[src/rtl/plu_pkg.sv]
// Shared types, constants and helper functions of the particle life update block.
`default_nettype none

package plu_pkg;

  // Default number of fraction bits of the Qm.f position, velocity and time formats.
  localparam int unsigned FracBitsDef = 16;
  // Depth of the queue between the front and the back.
  localparam int unsigned FifoDepthDef = 4;
  // Configuration port widths.
  localparam int unsigned CfgIdxW  = 3;
  localparam int unsigned CfgDataW = 32;
  // Long division: quotient bits and working width of the remainder.
  localparam int unsigned DivQW = 17;
  localparam int unsigned DivDW = 50;
  // One in Q1.16.
  localparam logic [16:0] One16 = 17'h10000;

  // Configuration register indexes.
  typedef enum logic [CfgIdxW-1:0] {
    CFG_TIME_STEP    = 3'd0,
    CFG_GRAVITY_X    = 3'd1,
    CFG_GRAVITY_Y    = 3'd2,
    CFG_GRAVITY_Z    = 3'd3,
    CFG_DAMPING      = 3'd4,
    CFG_GROWTH_SCALE = 3'd5,
    CFG_LIFETIME     = 3'd6,
    CFG_FADE         = 3'd7
  } cfg_idx_e;

  // How the opacity of an item is formed after the divisions.
  typedef enum logic [3:0] {
    ASEL_BLEND_RATIO = 4'b0001,
    ASEL_DIV         = 4'b0010,
    ASEL_BLEND_DIV   = 4'b0100,
    ASEL_START       = 4'b1000
  } asel_e;

  // Configuration registers as seen by both halves.
  typedef struct packed {
    logic [24:0]      ts;
    logic [2:0][31:0] grav;
    logic [16:0]      dmp;
    logic [25:0]      gs;
    logic [31:0]      life;
    logic [16:0]      fade;
  } cfg_t;

  // Classified item handed from the front to the back.
  typedef struct packed {
    logic [2:0][31:0] pos;
    logic [2:0][31:0] vel;
    logic [32:0]      rad;
    logic [31:0]      age;
    logic [31:0]      life;
    logic [16:0]      a1;
    logic [16:0]      a2;
    logic [16:0]      fd;
    logic             moving;
    logic             alive;
  } fe_t;

  // Working record of the back pipeline ahead of the dividers.
  typedef struct packed {
    logic [2:0][31:0] pos;
    logic [2:0][31:0] vel;
    logic [2:0][31:0] nv;
    logic [2:0][56:0] gp;
    logic [2:0][48:0] mp;
    logic [32:0]      rad;
    logic [31:0]      age;
    logic [31:0]      life;
    logic [16:0]      a1;
    logic [16:0]      a2;
    logic [16:0]      fd;
    logic             moving;
    logic             alive;
    logic [47:0]      dd;
    logic [47:0]      n1;
    logic [47:0]      n2;
    logic [49:0]      den;
    asel_e            asel;
    logic [49:0]      dv_hi;
    logic [16:0]      dv_lo;
    logic [49:0]      dv_d;
    logic [49:0]      rt_hi;
    logic [16:0]      rt_lo;
    logic [49:0]      rt_d;
  } bk_t;

  // Fields that ride alongside the divisions.
  typedef struct packed {
    logic [2:0][31:0] pos;
    logic [2:0][31:0] vel;
    logic [32:0]      rad;
    logic [31:0]      age;
    logic [16:0]      a1;
    logic [16:0]      a2;
    asel_e            asel;
    logic             alive;
  } sd_t;

  // Saturate a fraction to one.
  function automatic logic [16:0] clamp_one(input logic [16:0] v);
    logic [16:0] r;
    r = (v > One16) ? One16 : v;
    return r;
  endfunction

  // Saturate a wide signed sum to 32 bits.
  function automatic logic [31:0] sat32(input logic signed [57:0] x);
    logic [31:0] r;
    if (x > 58'sd2147483647) begin
      r = 32'h7fffffff;
    end else if (x < -58'sd2147483648) begin
      r = 32'h80000000;
    end else begin
      r = x[31:0];
    end
    return r;
  endfunction

endpackage

`default_nettype wire

[src/rtl/plu_if.sv]
// Channel interfaces of the particle life update block: input, output and configuration.
`default_nettype none

interface plu_in_if;
  logic               valid;
  logic               ready;
  logic signed [31:0] pos_x;
  logic signed [31:0] pos_y;
  logic signed [31:0] pos_z;
  logic signed [31:0] vel_x;
  logic signed [31:0] vel_y;
  logic signed [31:0] vel_z;
  logic [32:0]        radius;
  logic [31:0]        age;
  logic [16:0]        alpha_start;
  logic [16:0]        alpha_end;
  logic               use_end_alpha;
  logic               moving;
  modport source (output valid, pos_x, pos_y, pos_z, vel_x, vel_y, vel_z, radius, age,
                  alpha_start, alpha_end, use_end_alpha, moving, input ready);
  modport sink (input valid, pos_x, pos_y, pos_z, vel_x, vel_y, vel_z, radius, age,
                alpha_start, alpha_end, use_end_alpha, moving, output ready);
endinterface


interface plu_cfg_if;
  logic                         valid;
  logic                         ready;
  logic [plu_pkg::CfgIdxW-1:0]  idx;
  logic [plu_pkg::CfgDataW-1:0] data;
  modport source (output valid, idx, data, input ready);
  modport sink (input valid, idx, data, output ready);
endinterface

`default_nettype wire

[src/rtl/plu_front.sv]
// Front half: configuration registers, input beat capture, radius and age update, kill check.
`default_nettype none

module plu_front #(
  parameter int unsigned FracBits = plu_pkg::FracBitsDef
) (
  input  logic           clk_i,
  input  logic           rst_ni,
  plu_in_if.sink         in_i,
  plu_cfg_if.sink        cfg_i,
  output plu_pkg::cfg_t  cfg_o,
  output logic           push_o,
  output plu_pkg::fe_t   entry_o,
  input  logic           full_i
);

  localparam logic [63:0] MinRad = 64'(((64'd1 << FracBits) + 64'd99) / 64'd100);
  localparam logic [63:0] MaxRad = 64'd100000 << FracBits;

  typedef struct packed {
    logic [2:0][31:0] pos;
    logic [2:0][31:0] vel;
    logic [58:0]      rprod;
    logic [32:0]      age_s;
    logic [31:0]      life;
    logic [16:0]      a1;
    logic [16:0]      a2;
    logic [16:0]      fd;
    logic             moving;
  } ft_t;

  plu_pkg::cfg_t cfg_q;
  ft_t           ft_q, ft_d;
  logic          fvld_q;
  logic          accept;
  logic [58:0]   rshift;
  logic [32:0]   rad;
  logic [31:0]   age;

  // Configuration writes are always taken.
  assign cfg_i.ready = 1'b1;
  assign cfg_o       = cfg_q;

  always_ff @(posedge clk_i or negedge rst_ni) begin
    if (!rst_ni) begin
      cfg_q.ts   <= 25'd1092;
      cfg_q.grav <= '0;
      cfg_q.dmp  <= 17'd0;
      cfg_q.gs   <= 26'd66191;
      cfg_q.life <= 32'd131072;
      cfg_q.fade <= 17'd65536;
    end else if (cfg_i.valid) begin
      unique case (plu_pkg::cfg_idx_e'(cfg_i.idx))
        plu_pkg::CFG_TIME_STEP:    cfg_q.ts      <= cfg_i.data[24:0];
        plu_pkg::CFG_GRAVITY_X:    cfg_q.grav[0] <= cfg_i.data;
        plu_pkg::CFG_GRAVITY_Y:    cfg_q.grav[1] <= cfg_i.data;
        plu_pkg::CFG_GRAVITY_Z:    cfg_q.grav[2] <= cfg_i.data;
        plu_pkg::CFG_DAMPING:      cfg_q.dmp     <= cfg_i.data[16:0];
        plu_pkg::CFG_GROWTH_SCALE: cfg_q.gs      <= cfg_i.data[25:0];
        plu_pkg::CFG_LIFETIME:     cfg_q.life    <= cfg_i.data;
        plu_pkg::CFG_FADE:         cfg_q.fade    <= cfg_i.data[16:0];
        default:                   cfg_q.fade    <= cfg_q.fade;
      endcase
    end
  end

  // The capture stage frees up whenever its beat moves into the queue.
  assign push_o     = fvld_q && !full_i;
  assign in_i.ready = !fvld_q || !full_i;
  assign accept     = in_i.valid && in_i.ready;

  // Capture stage: radius product, age sum and the fraction clamps.
  always_comb begin
    ft_d.pos    = {in_i.pos_z, in_i.pos_y, in_i.pos_x};
    ft_d.vel    = {in_i.vel_z, in_i.vel_y, in_i.vel_x};
    ft_d.rprod  = {26'd0, in_i.radius} * {33'd0, cfg_q.gs};
    ft_d.age_s  = {1'b0, in_i.age} + {8'd0, cfg_q.ts};
    ft_d.life   = (cfg_q.life == 32'd0) ? 32'd1 : cfg_q.life;
    ft_d.a1     = plu_pkg::clamp_one(in_i.alpha_start);
    ft_d.a2     = in_i.use_end_alpha ? plu_pkg::clamp_one(in_i.alpha_end)
                                     : plu_pkg::clamp_one(in_i.alpha_start);
    ft_d.fd     = plu_pkg::clamp_one(cfg_q.fade);
    ft_d.moving = in_i.moving;
  end

  always_ff @(posedge clk_i or negedge rst_ni) begin
    if (!rst_ni) begin
      fvld_q <= 1'b0;
    end else if (in_i.ready) begin
      fvld_q <= in_i.valid;
    end
  end

  always_ff @(posedge clk_i) begin
    if (accept) begin
      ft_q <= ft_d;
    end
  end

  // Classification: saturate radius and age, then decide whether the particle lives.
  always_comb begin
    rshift = ft_q.rprod >> FracBits;
    rad    = (|rshift[58:33]) ? '1 : rshift[32:0];
    age    = ft_q.age_s[32] ? '1 : ft_q.age_s[31:0];
    entry_o.pos    = ft_q.pos;
    entry_o.vel    = ft_q.vel;
    entry_o.rad    = rad;
    entry_o.age    = age;
    entry_o.life   = ft_q.life;
    entry_o.a1     = ft_q.a1;
    entry_o.a2     = ft_q.a2;
    entry_o.fd     = ft_q.fd;
    entry_o.moving = ft_q.moving;
    entry_o.alive  = !(({31'd0, rad} < MinRad) || ({31'd0, rad} > MaxRad) ||
                       (age > ft_q.life));
  end

endmodule

`default_nettype wire

[src/flat_wrapper.sv]
// flat-port wrapper written by rule: the top's interface ports become plain ports
module plu_front_flat 
#(
  parameter int unsigned FracBits = plu_pkg::FracBitsDef
)
  (clk_i, rst_ni, cfg_o, push_o, entry_o, full_i, in_i_valid, in_i_pos_x, in_i_pos_y, in_i_pos_z, in_i_vel_x, in_i_vel_y, in_i_vel_z, in_i_radius, in_i_age, in_i_alpha_start, in_i_alpha_end, in_i_use_end_alpha, in_i_moving, in_i_ready, cfg_i_valid, cfg_i_idx, cfg_i_data, cfg_i_ready);
  plu_in_if in_i_i ();
  plu_cfg_if cfg_i_i ();
  input  logic clk_i;
  input  logic rst_ni;
  output plu_pkg::cfg_t cfg_o;
  output logic push_o;
  output plu_pkg::fe_t entry_o;
  input  logic full_i;
  input wire logic [$bits(in_i_i.valid)-1:0] in_i_valid;
  input wire logic [$bits(in_i_i.pos_x)-1:0] in_i_pos_x;
  input wire logic [$bits(in_i_i.pos_y)-1:0] in_i_pos_y;
  input wire logic [$bits(in_i_i.pos_z)-1:0] in_i_pos_z;
  input wire logic [$bits(in_i_i.vel_x)-1:0] in_i_vel_x;
  input wire logic [$bits(in_i_i.vel_y)-1:0] in_i_vel_y;
  input wire logic [$bits(in_i_i.vel_z)-1:0] in_i_vel_z;
  input wire logic [$bits(in_i_i.radius)-1:0] in_i_radius;
  input wire logic [$bits(in_i_i.age)-1:0] in_i_age;
  input wire logic [$bits(in_i_i.alpha_start)-1:0] in_i_alpha_start;
  input wire logic [$bits(in_i_i.alpha_end)-1:0] in_i_alpha_end;
  input wire logic [$bits(in_i_i.use_end_alpha)-1:0] in_i_use_end_alpha;
  input wire logic [$bits(in_i_i.moving)-1:0] in_i_moving;
  output wire logic [$bits(in_i_i.ready)-1:0] in_i_ready;
  input wire logic [$bits(cfg_i_i.valid)-1:0] cfg_i_valid;
  input wire logic [$bits(cfg_i_i.idx)-1:0] cfg_i_idx;
  input wire logic [$bits(cfg_i_i.data)-1:0] cfg_i_data;
  output wire logic [$bits(cfg_i_i.ready)-1:0] cfg_i_ready;
  assign in_i_i.valid = in_i_valid;
  assign in_i_i.pos_x = in_i_pos_x;
  assign in_i_i.pos_y = in_i_pos_y;
  assign in_i_i.pos_z = in_i_pos_z;
  assign in_i_i.vel_x = in_i_vel_x;
  assign in_i_i.vel_y = in_i_vel_y;
  assign in_i_i.vel_z = in_i_vel_z;
  assign in_i_i.radius = in_i_radius;
  assign in_i_i.age = in_i_age;
  assign in_i_i.alpha_start = in_i_alpha_start;
  assign in_i_i.alpha_end = in_i_alpha_end;
  assign in_i_i.use_end_alpha = in_i_use_end_alpha;
  assign in_i_i.moving = in_i_moving;
  assign in_i_ready = in_i_i.ready;
  assign cfg_i_i.valid = cfg_i_valid;
  assign cfg_i_i.idx = cfg_i_idx;
  assign cfg_i_i.data = cfg_i_data;
  assign cfg_i_ready = cfg_i_i.ready;
  plu_front #(.FracBits(FracBits)) u_core (.clk_i(clk_i), .rst_ni(rst_ni), .in_i(in_i_i), .cfg_i(cfg_i_i), .cfg_o(cfg_o), .push_o(push_o), .entry_o(entry_o), .full_i(full_i));
endmodule
[config.mk]
export PLATFORM = sky130hd
export DESIGN_NAME = plu_front_flat
export DESIGN_NICKNAME = d
export VERILOG_FILES = /design/src/rtl/plu_pkg.sv /design/src/rtl/plu_if.sv /design/src/rtl/plu_front.sv /design/src/flat_wrapper.sv
export SDC_FILE = /design/constraint.sdc
export NUM_CORES = 2
export LEC_CHECK = 0
export BUFFER_PORTS_ARGS = -buffer_cell sky130_fd_sc_hd__buf_2
export CORE_ASPECT_RATIO = 1.5
export CORE_MARGIN = 4
export CORE_UTILIZATION = 40
export DETAILED_ROUTE_END_ITERATION = 6
export PLACE_DENSITY_LB_ADDON = 0.3
export SKIP_CTS_REPAIR_TIMING = 1
export SLEW_MARGIN = 10
export SYNTH_ARGS = -nofsm -noshare
export SYNTH_HDL_FRONTEND = slang
export SYNTH_SLANG_ARGS = --single-unit
[constraint.sdc]
create_clock -name clk_i -period 19.6 [get_ports clk_i]
set_input_delay 1.96 -clock clk_i [delete_from_list [all_inputs] [get_ports clk_i]]
set_output_delay 1.96 -clock clk_i [all_outputs]
set_load 0.05 [all_outputs]
Yosys cells after proc, flatten, opt, wreduce, memory -nomap -nowiden
Cells that the tools add are included.
W data, S select, Z words.
{"block": "op_classes", "addsub": 1, "n_lt_le_gt_ge": 6, "reduce_logical": 19, "n_mul": 1, "n_mux": 5, "eq_ne": 7}
{"op": "$mul A33 B26 Y59", "count": 1}
{"op": "$gt A17 B17 Y1 const B", "count": 3}
{"op": "$mux W17", "count": 3}
{"op": "$add A32 B25 Y33", "count": 1}
{"op": "$gt A33 B33 Y1 const B", "count": 1}
{"op": "$lt A33 B10 Y1 const B", "count": 1}
{"op": "$mux W33", "count": 1}
{"op": "$gt A32 B32 Y1", "count": 1}
{"op": "$logic_not A32 Y1", "count": 1}
{"op": "$mux W32", "count": 1}
{"op": "$reduce_and A2 Y1", "count": 8}
{"op": "$eq A3 B3 Y1 const B", "count": 4}
{"op": "$reduce_or A10 Y1", "count": 1}
{"op": "$eq A3 B2 Y1 const B", "count": 2}
{"op": "$eq A3 B1 Y1 const B", "count": 1}
{"op": "$logic_not A1 Y1", "count": 3}
{"op": "$logic_not A3 Y1", "count": 1}
{"op": "$logic_or A1 B1 Y1", "count": 3}
{"op": "$logic_and A1 B1 Y1", "count": 2}
{"block": "totals", "wordCells": 61, "out_inout_bits": 558, "input_bits": 333, "register_bits": 582}

Depth between registers and ports, before layout
{"block": "depth", "ltp_word": 6, "ltp_mapped": 26, "ltp_nobuf": 24}

Worst setup path after synthesis
No wires, ideal clock.
{"block": "synth_path", "kind": "input to register", "start": "in full_i", "end": "reg u_core.ft_q (netlist bit u_core.entry_o[10]), enable pin", "setup_time_ps": 758, "cell_stages": 2, "t_arrival_ps": 10363, "path_slack_ps": 8479, "n_path_buf": 0, "required_ps": 18842, "cell_sequence": "nand2_1 and2_1"}
{"block": "synth_between", "elab_chain_len": 3}
{"item": "start: declaration", "line_no": "flat_wrapper.sv:14", "rtl": "input logic full_i;"}
{"item": "$logic_not A1 Y1", "line_no": "plu_front.sv:69", "rtl": "assign in_i.ready = !fvld_q || !full_i;"}
{"item": "$logic_or A1 B1 Y1", "line_no": "plu_front.sv:69"}
{"item": "$logic_and A1 B1 Y1", "line_no": "plu_front.sv:70", "rtl": "assign accept = in_i.valid && in_i.ready;"}
{"item": "named net u_core.accept", "line_no": "plu_front.sv:35", "rtl": "logic accept;"}
{"item": "end signal: assignment", "line_no": "plu_front.sv:96", "rtl": "ft_q <= ft_d;"}
{"item": "end: declaration", "line_no": "plu_front.sv:33", "rtl": "ft_t ft_q, ft_d;"}
The timed path passes the listed nets, and every way through them passes these cells.
A chain may end at the register's enable or synchronous reset.

==> flow_summary.toml <==
[global_route]
gr-usage-all-layers_pct = 26.0
grt_max_degree = 81
antenna_found_initial = 67
grt_first_pass_wirelength_um = 254000
grt_pass1_vias = 38720
gr-total-overflow = 0

[floorplanning]
start_util_pct = 40.4
rows = 160
die_y_um = 446
fp.coreArea_sq_mm = 0.127
dieArea_sq_mm = 0.134
pin_count = 891
dieWidth_um = 300

[detailed_routing]
dr_total_vias = 35793
drt_first_pass_iters = 7
initialDrtViolationCount = 1863
avgRoutedWirePerCell_um = 25.5
via_per_inst = 5.18
drc = 0
drt.antenna.violating_nets = 0
wl_um = 177000

[worst_setup_path]
path_cells = "buf_2 > and2_1 > fa_1 > fa_1 > inv_1 > fa_1 > fa_1 > inv_1 > fa_1 > fa_1 > inv_1 > fa_1 > inv_1 > ha_1 > a21oi_1 > o21ai_1 > a211oi_1 > o31ai_1 > o21ba_2 > nor4_4 > nor3_2 > o2111ai_1 > or3b_1"
crit_arrival_ns = 8.96
timing.rr.end = "u_core.ft_q[175]"
critPathBufInv = 5
crit_path_top_delay_cell = "buf_2"
critPathTopFamily = "adder cells"
cp_max_fo = 26
cp.required_ns = 20.03
critical_path_class = "in2reg"
cpMostUsedCell = "fa_1"
start_kind = "input port"
r2r_setup_slack_ns = 11.63
crit_path_max_incr_delay_ns = 0.60
r2r-start = "u_core.cfg_o[51]"
critPathCaptureType = "flip-flop"
r2r_cells = 22

[yosys]
synth-seq-cells = 566
synthDistinctLibCells = 73
yosysWarnings = 0
ys_seq_area_share_pct = 31.1
synth_edf_count = 352
synth_area_sq_mm = 0.0512
netlist_instances = 4664
async_flop_share_pct = 37.8
synth_nets = 5990
synth_top_flop_cell = "edfxtp_1"
syn_avg_cell_area_sq_um = 11.0

[min_path]
min_delay_worst_endpoint = "u_core.entry_o[57]"
hold_class = "reg2reg"
holdPathStages = 0
holdCritStartpoint = "u_core.cfg_o[21]"

[clock_tree]
clock-root-buffer = "clkbuf_16"
cts.sink_count = 566
htree_levels = 2
clockBufferDepth = 3
clkLatencyLatePin_ns = 0.68
cts_tree = "built"
cts_buffers = 56
clkTransAtPathRegs_ns = 0.06

[sta]
drv_slew = 0
period_share_pct = 43.6
hold_violations = 0
clock.fmax_mhz = 117
rsz0062_at_grt = "false"
fin_worst_skew_ns = 0.0450
tns_ns = 0
setup_viol = 0
max_slew_margin_pct = 24.3
final.min_clock_period_ns = 8.54
worst_pin_slew_ns = 1.14

[job]
cap_violations = 0

[cells_and_area]
drive_gt1_share_pct = 25.6
fin_nets = 6465
area_growth_pct = 11.4

[place]
place_hpwl_um = 136000
gp_congestion = 1.02
portBuffers = 889

[outcome]
status = "completed"
registers in the layout, summed over array words and instances, names as in the netlist:
register / cells
u_core.cfg_o: 213
u_core.fvld_q: 1
u_core.entry_o: 276
u_core.ft_q: 76
worst max path at each step:
| stage | startpoint | endpoint | slack, ns | cells past startpoint |
|---|---|---|---|---|
| 2_1_floorplan | full_i | u_core.entry_o[10] | 8.48 | 2 |
| 3_3_place_gp | in_i_radius[10] | u_core.ft_q[175] | 10.45 | 24 |
| 3_5_place_dp | in_i_radius[10] | u_core.ft_q[175] | 10.41 | 24 |
| 4_1_cts | in_i_radius[10] | u_core.ft_q[175] | 11.12 | 24 |
| 5_1_grt | in_i_radius[17] | u_core.ft_q[161] | 10.85 | 24 |
| 6_report | in_i_radius[21] | u_core.ft_q[175] | 11.06 | 23 |
layout by cell type (no fill, tap or decap), types with 11 or more instances in the layout:
cell type,instances
nand3_1,25
and2_1,456
xnor2_1,49
nor4_1,32
xor2_1,23
nand2_1,449
nand4_1,28
a22o_1,13
buf_2,888
clkinv_2,13
o21a_1,11
o21bai_1,16
a21o_1,42
nor2b_1,46
nor2_1,47
nor3_1,14
mux2_2,215
dfrtp_1,200
edfxtp_1,352
o21ai_0,47
fa_1,742
buf_4,38
ha_1,251
diode_2,32
clkbuf_1,12
nand2b_1,12
or2_2,67
clkbuf_16,58
dfstp_2,12
a21oi_1,83
inv_1,813
worst register-to-register path, stage by stage (launching register included):
cell and delay [ns]:
dfstp_2 1.24, and2_1 0.35, fa_1 0.43, fa_1 0.55
inv_1 0.06, fa_1 0.47, fa_1 0.55, inv_1 0.06
fa_1 0.45, fa_1 0.51, inv_1 0.05, fa_1 0.53
inv_1 0.06, ha_1 0.38, a21oi_1 0.22, o21ai_1 0.12
a211oi_1 0.23, o31ai_1 0.13, o21ba_2 0.28, nor4_4 0.38
nor3_2 0.13, o2111ai_1 0.18, or3b_1 0.36
logic make-up after synthesis:
family / synth area share (%)
compound gates: 3.63
xor+xnor: 1.23
fa+ha+maj: 35.1
buf+inv: 11.8
flops: 31.1
mux: 4.73
other cells: 0.00732
simple gates: 12.4
through the flow:
step	util, %	setup slack [ns]	hold WS (ns)	instance area (sq um)	cells
6_report	45.0	11.06	0.499	57100	6916
5_1_grt	45.0	10.85	0.519	57100	6914
3_3_place_gp	43.5	10.45	0.478	55200	6782
2_1_floorplan	-	8.48	0.708	51200	4664
3_5_place_dp	43.5	10.41	0.484	55200	6782
4_1_cts	44.9	11.12	0.501	57000	6884
cell usage after synthesis, types with 4 or more instances:
cell | number | share of area [%]
inv_1 | 813 | 6.0
fa_1 | 742 | 29
and2_1 | 457 | 5.6
nand2_1 | 449 | 3.3
edfxtp_1 | 352 | 21
buf_4 | 277 | 4.1
ha_1 | 251 | 6.1
clkbuf_1 | 226 | 1.7
mux2_2 | 215 | 4.7
dfrtp_1 | 202 | 9.9
a21oi_1 | 83 | 0.81
or2_2 | 67 | 0.82
xnor2_1 | 49 | 0.84
nor2_1 | 47 | 0.34
o21ai_0 | 47 | 0.46
nor2b_1 | 46 | 0.56
a21o_1 | 42 | 0.62
nor4_1 | 32 | 0.39
nand4_1 | 28 | 0.34
nand3_1 | 25 | 0.24
xor2_1 | 23 | 0.39
nor3_1 | 16 | 0.16
o21bai_1 | 16 | 0.23
a22o_1 | 13 | 0.22
dfstp_2 | 12 | 0.62
nand2b_1 | 12 | 0.15
o21a_1 | 11 | 0.16
and3_1 | 9 | 0.11
o21ai_1 | 7 | 0.068
a211oi_1 | 6 | 0.088
a41oi_1 | 6 | 0.10
buf_2 | 6 | 0.059
nor3b_1 | 6 | 0.088
o211ai_1 | 6 | 0.088
a211o_1 | 4 | 0.068
a31oi_1 | 4 | 0.049
nand4b_1 | 4 | 0.068
o31ai_1 | 4 | 0.059
or4_1 | 4 | 0.059
final cells by class:
type,count,area (sq um)
timing repair buffer,927,4740
sequential,566,15900
inverter,813,3050
clock buffer,75,1570
multi-input combinational,2775,29300
fill,12162,69900
clock inverter,27,262
tap,1701,2130
antenna,32,80.1
layer usage:
layer	vias up	share of wire (%)	global-route usage, %	wire length [um]
met5	-	0.034	0	60
met2	1733	52	47.4	92200
met3	562	8.1	6.42	14200
li1	15194	-	-	-
met1	18294	31	25.7	55300
met4	10	8.4	18.7	14800
Power is left out: the tool's default activity adds up to more than one toggle a clock period on the data nets, which glitch-free logic cannot reach.
